<file path="src/sv/grp_ram.sv">
// ----------------------------------------------------------------------------
// grp_ram: generic simple dual-port RAM
// One write port, one read port with registered read data.
// ----------------------------------------------------------------------------
module grp_ram #(
    parameter int WIDTH = 8,
    parameter int DEPTH = 256
) (
    input  logic                     clk,
    input  logic                     we,
    input  logic [$clog2(DEPTH)-1:0] waddr,
    input  logic [WIDTH-1:0]         wdata,
    input  logic [$clog2(DEPTH)-1:0] raddr,
    output logic [WIDTH-1:0]         rdata
);

    logic [WIDTH-1:0] mem_reg [DEPTH];

    // Write port and registered read port.
    always_ff @(posedge clk)
    begin
        if (we)
        begin
            mem_reg[waddr] <= wdata;
        end
        rdata <= mem_reg[raddr];
    end

endmodule

</file>
<file path="config.mk">
export PLATFORM = sky130hd
export DESIGN_NAME = grp_ram
export DESIGN_NICKNAME = d
export VERILOG_FILES = /design/src/sv/grp_ram.sv
export SDC_FILE = /design/constraint.sdc
export NUM_CORES = 2
export LEC_CHECK = 0
export BUFFER_PORTS_ARGS = -buffer_cell sky130_fd_sc_hd__buf_2
export CAP_MARGIN = 20
export CORE_ASPECT_RATIO = 1.75
export CORE_MARGIN = 5
export CORE_UTILIZATION = 30
export CTS_CLUSTER_SIZE = 25
export DETAILED_ROUTE_END_ITERATION = 7
export HOLD_SLACK_MARGIN = 0.1
export PLACE_DENSITY_LB_ADDON = 0.2
export SYNTH_ARGS = -nofsm -noshare
export SYNTH_HDL_FRONTEND = slang
export SYNTH_SLANG_ARGS = --single-unit
export TNS_END_PERCENT = 10
</file>
<file path="constraint.sdc">
create_clock -name clk -period 2.1 [get_ports clk]
set_input_delay 0.105 -clock clk [delete_from_list [all_inputs] [get_ports clk]]
set_output_delay 0.105 -clock clk [all_outputs]
set_load 0.05 [all_outputs]
</file>
==> results.txt <==
The run finished, with violations left. The checks that failed: negative setup slack. In this run the static leakage power is 31.1 nW. The first-pass iteration count of the detailed router is 5. For this run, global-route usage on met2 was measured as 0.329. In the layout the commonest cells are sky130_fd_sc_hd__edfxtp_1 (2048), sky130_fd_sc_hd__buf_4 (760), sky130_fd_sc_hd__mux4_2 (454). The number of nets produced by synthesis came out at 3759. The area added between synthesis and finish came out at 21.8%.

TritonCTS built the clock tree. The clock passes through at most 4 buffers. The shortest period the worst path allows came out at 2.27 ns. The summed instance area of the synthesized netlist came out at 0.0796 sq mm. The die outline width is 399 um.

The buffering stage count on the worst path with inverters included is 1. The global-route usage over all layers is 0.171. The post-layout instance area came out at 0.0969 sq mm.

The insertion delay of the later-clocked pin in the worst-skew pair came out at 0.88 ns. Traced cell by cell, the critical path runs through mux4_2 > a22oi_1 > a31oi_1 > nor4_4 > buf_4 > nor4_1. The depth of the worst register-to-register path is 6. The worst hold path terminates at mem_reg[204][7]. The total number of yosys warnings came out at 0. Across all hold checks on the routed design, the worst slack comes to 0.161 ns. The unique cell type count in the Yosys netlist is 55. The final-layout setup total negative slack is -0.982 ns.

The path class of the tightest hold or removal check is input pin to register. The total grt overflow came out at 0. The data required time of the critical path came out at 2.83 ns.

The final-report hold violation count came out at 0. For met3 alone, demand over resource in global routing was 0.0192. The peak ir drop on the vdd network is 0.000528 V.

The launch point of the worst reg-to-reg path is mem_reg[179][3]. Summed over all layers, the routed wires come to 239000 um. The number of setup violations in the final report came out at 8. The via-per-instance ratio is 4.90. Buffers inserted during clock tree synthesis total 187. Synthesis handed over a netlist of 3733 instances. The dominant synthesized flop cell is sky130_fd_sc_hd__edfxtp_1. Row generation in the floorplan step produced 250 rows. The number of max-slew violations in the final report came out at 0. The number of buffers inserted by port buffering came out at 33. The kind of launch point of the worst setup path is a register. After the first detailed-routing iteration, the DRC count stood at 3245. The total number of vias is 40500.

The critical-path maximum fanout is 1. The count of clock tree sinks is 2056. The highest-utilization routing layer at the global route stage is met2. The count of cell instances traversed by the critical path is 6. The synthesized area per cell is 21.3 sq um. The worst setup path is of the register to register kind. The initial antenna violation count is 12.

The arrival time of the worst setup path is 3.00 ns. The worst setup path is captured at a register. The slack of the worst reg-to-reg path came out at -0.17 ns. The utilization after layout is 0.366. The net count of the finished layout came out at 4619. At the end of routability-driven placement, the weighted congestion stood at 0.828.

Dividing the final minimum period by the clock period gives 1.08. The cell class contributing the biggest share of worst-path delay is compound AO/OA/AOI/OAI gates. For this run, global-route usage on met1 was measured as 0.194. The top achievable clock speed came out at 441 MHz. The count of nets left with antenna violations after detail routing is 0. The area after detailed placement came out at 0.0905 sq mm. After synthesis the netlist holds a flip-flop and latch count of 2056. The H-tree depth reported by CTS came out at 4. Of the cells placed in the final design, the portion with a size suffix greater than 1 is 0.355. The half-perimeter wire length after detailed placement came out at 167000 um. Yosys mapped a number of flops with a built-in enable equal to 2048. In this run the most critical hold path is launched from wdata[7].

Along the worst hold path, the cell count comes to 2. Setup repair after global routing could not meet its margin everywhere. Dividing total power by cell area gives a power density of 872 mW/mm^2.

The clock tree skew after final layout came out at 0.0408 ns. For this design, the slowest cell found on the critical path is sky130_fd_sc_hd__mux4_2. The register with the most flip-flops in the layout has 2048 of them.

The clock tree root buffer cell is sky130_fd_sc_hd__clkbuf_16. The initial standard-cell utilization of the core is 0.301. The region available for standard cell placement spans 0.265 sq mm. At the pin with the least slew margin, the transition time is 0.828 ns. The highest cell delay on the worst timing path is 0.50 ns. The overall power is 84.5 mW. After layout, the worst setup slack is -0.167 ns. The die height came out at 691 um. The count of maximum capacitance violations is 0. The global-route wire length before repair is 337000 um. The number of global-route vias before repair came out at 43400. The area enclosed by the die boundary is 0.276 sq mm. Clock-pin slew was measured on the worst setup and hold paths at 0.07 ns.

The average wire per cell in the routed design came out at 29.0 um. Leaving out fill and tap cells, the most frequent cell in the layout is sky130_fd_sc_hd__edfxtp_1. The share of synthesized flip-flops with an asynchronous set or reset is 0.

The DRC violation count after routing came out at 0. The worst slew margin relative to its limit is 0.448. The largest net degree at the start of global routing came out at 94.

The sequential share of the synthesized area came out at 0.775. The end of the worst register-to-register path is rdata[3]. In this run the count of I/O pins placed on the die edge is 34.
-- synthesized netlist by cell type (2+ instances only) --
cell	instances	area share
sky130_fd_sc_hd__nor4_2	3	0.00047
sky130_fd_sc_hd__buf_1	22	0.0010
sky130_fd_sc_hd__buf_12	8	0.0020
sky130_fd_sc_hd__a221oi_1	13	0.0014
sky130_fd_sc_hd__o22a_1	5	0.00055
sky130_fd_sc_hd__buf_8	13	0.0025
sky130_fd_sc_hd__nand3b_1	2	0.00019
sky130_fd_sc_hd__a22o_1	8	0.00088
sky130_fd_sc_hd__dfxtp_1	8	0.0020
sky130_fd_sc_hd__o22ai_1	28	0.0022
sky130_fd_sc_hd__a31oi_1	2	0.00016
sky130_fd_sc_hd__a22oi_1	133	0.013
sky130_fd_sc_hd__mux4_1	2	0.00066
sky130_fd_sc_hd__nor2_1	282	0.013
sky130_fd_sc_hd__nand2b_1	8	0.00063
sky130_fd_sc_hd__nor4_1	24	0.0019
sky130_fd_sc_hd__a211oi_1	16	0.0015
sky130_fd_sc_hd__o21ai_1	2	0.00013
sky130_fd_sc_hd__a21oi_1	96	0.0060
sky130_fd_sc_hd__mux4_2	454	0.13
sky130_fd_sc_hd__buf_4	27	0.0025
sky130_fd_sc_hd__a2111oi_0	2	0.00022
sky130_fd_sc_hd__o221ai_1	46	0.0051
sky130_fd_sc_hd__o211ai_1	10	0.00094
sky130_fd_sc_hd__nor3_1	22	0.0014
sky130_fd_sc_hd__o21ai_0	10	0.00063
sky130_fd_sc_hd__nand3_1	34	0.0021
sky130_fd_sc_hd__and3b_1	2	0.00022
sky130_fd_sc_hd__nand2_1	33	0.0016
sky130_fd_sc_hd__nand4_1	10	0.00079
sky130_fd_sc_hd__nor2b_1	31	0.0024
sky130_fd_sc_hd__buf_6	21	0.0030
sky130_fd_sc_hd__clkbuf_1	111	0.0052
sky130_fd_sc_hd__a311oi_1	2	0.00022
sky130_fd_sc_hd__and2_1	6	0.00047
sky130_fd_sc_hd__or2_2	4	0.00031
sky130_fd_sc_hd__a2111oi_1	2	0.00025
sky130_fd_sc_hd__mux2i_1	134	0.017
sky130_fd_sc_hd__edfxtp_1	2048	0.77
sky130_fd_sc_hd__o32ai_1	4	0.00044
sky130_fd_sc_hd__buf_2	31	0.0020
-- how the worst max path moves through the flow --
stage / startpoint / endpoint
2_1_floorplan: raddr[0] / rdata[2]
3_3_place_gp: raddr[0] / rdata[2]
3_5_place_dp: raddr[0] / rdata[7]
4_1_cts: mem_reg[141][2] / rdata[2]
5_1_grt: mem_reg[144][6] / rdata[6]
6_report: mem_reg[179][3] / rdata[3]
-- timing repair --
action | CTS | global route
resized for setup | 48 | 30
gates cloned | 0 | 0
buffers inserted | 0 | 0
setup endpoints to repair | 8 | 8
pin swaps | 14 | 15
endpoints found under the hold margin | 2177 | 0
hold buffers | 18 | 0
-- per-layer routing --
layer	wire (um)	up-vias
li1	-	17400
met1	87900	22000
met2	134000	830
met3	7850	344
met4	9480	6
met5	44	-
-- report_power, final --
group / total, mW / switching (mW) / internal [mW] / leakage [nW]
Clock: 33.7 / 15.1 / 18.6 / 2.83
Sequential: 45.3 / 0.0904 / 45.2 / 18.5
Combinational: 5.50 / 3.31 / 2.19 / 9.83
-- through the flow --
stage	cells	worst slack [ns]
final	8265	-0.167
after global routing	8261	-0.199
after CTS	8260	-0.264
after detailed placement	7918	-1.37
after global placement	7916	-1.79
after floorplan	3733	0.0571
-- cell type report --
cell class | instances | area, sq um
inverter | 2 | 7.51
timing repair buffer | 904 | 8010
clock inverter | 93 | 868
clock buffer | 235 | 4950
multi-input combinational | 1442 | 17000
antenna | 5 | 12.5
sequential | 2056 | 61700
fill | 24600 | 168000
tap | 3528 | 4410
-- kinds of logic (layout without fill, tap and decap cells) --
family                 Yosys count  in the layout  synth area share
other                            0              5                 0
and+or+nand+nor                466            466            0.0263
DFF                           2056           2056             0.775
muxes                          591            591             0.146
AOI/OAI and AO/OA              385            385            0.0342
buffers and inverters          235           1234            0.0183
No activity file was read; power rests on OpenSTA's default activity.
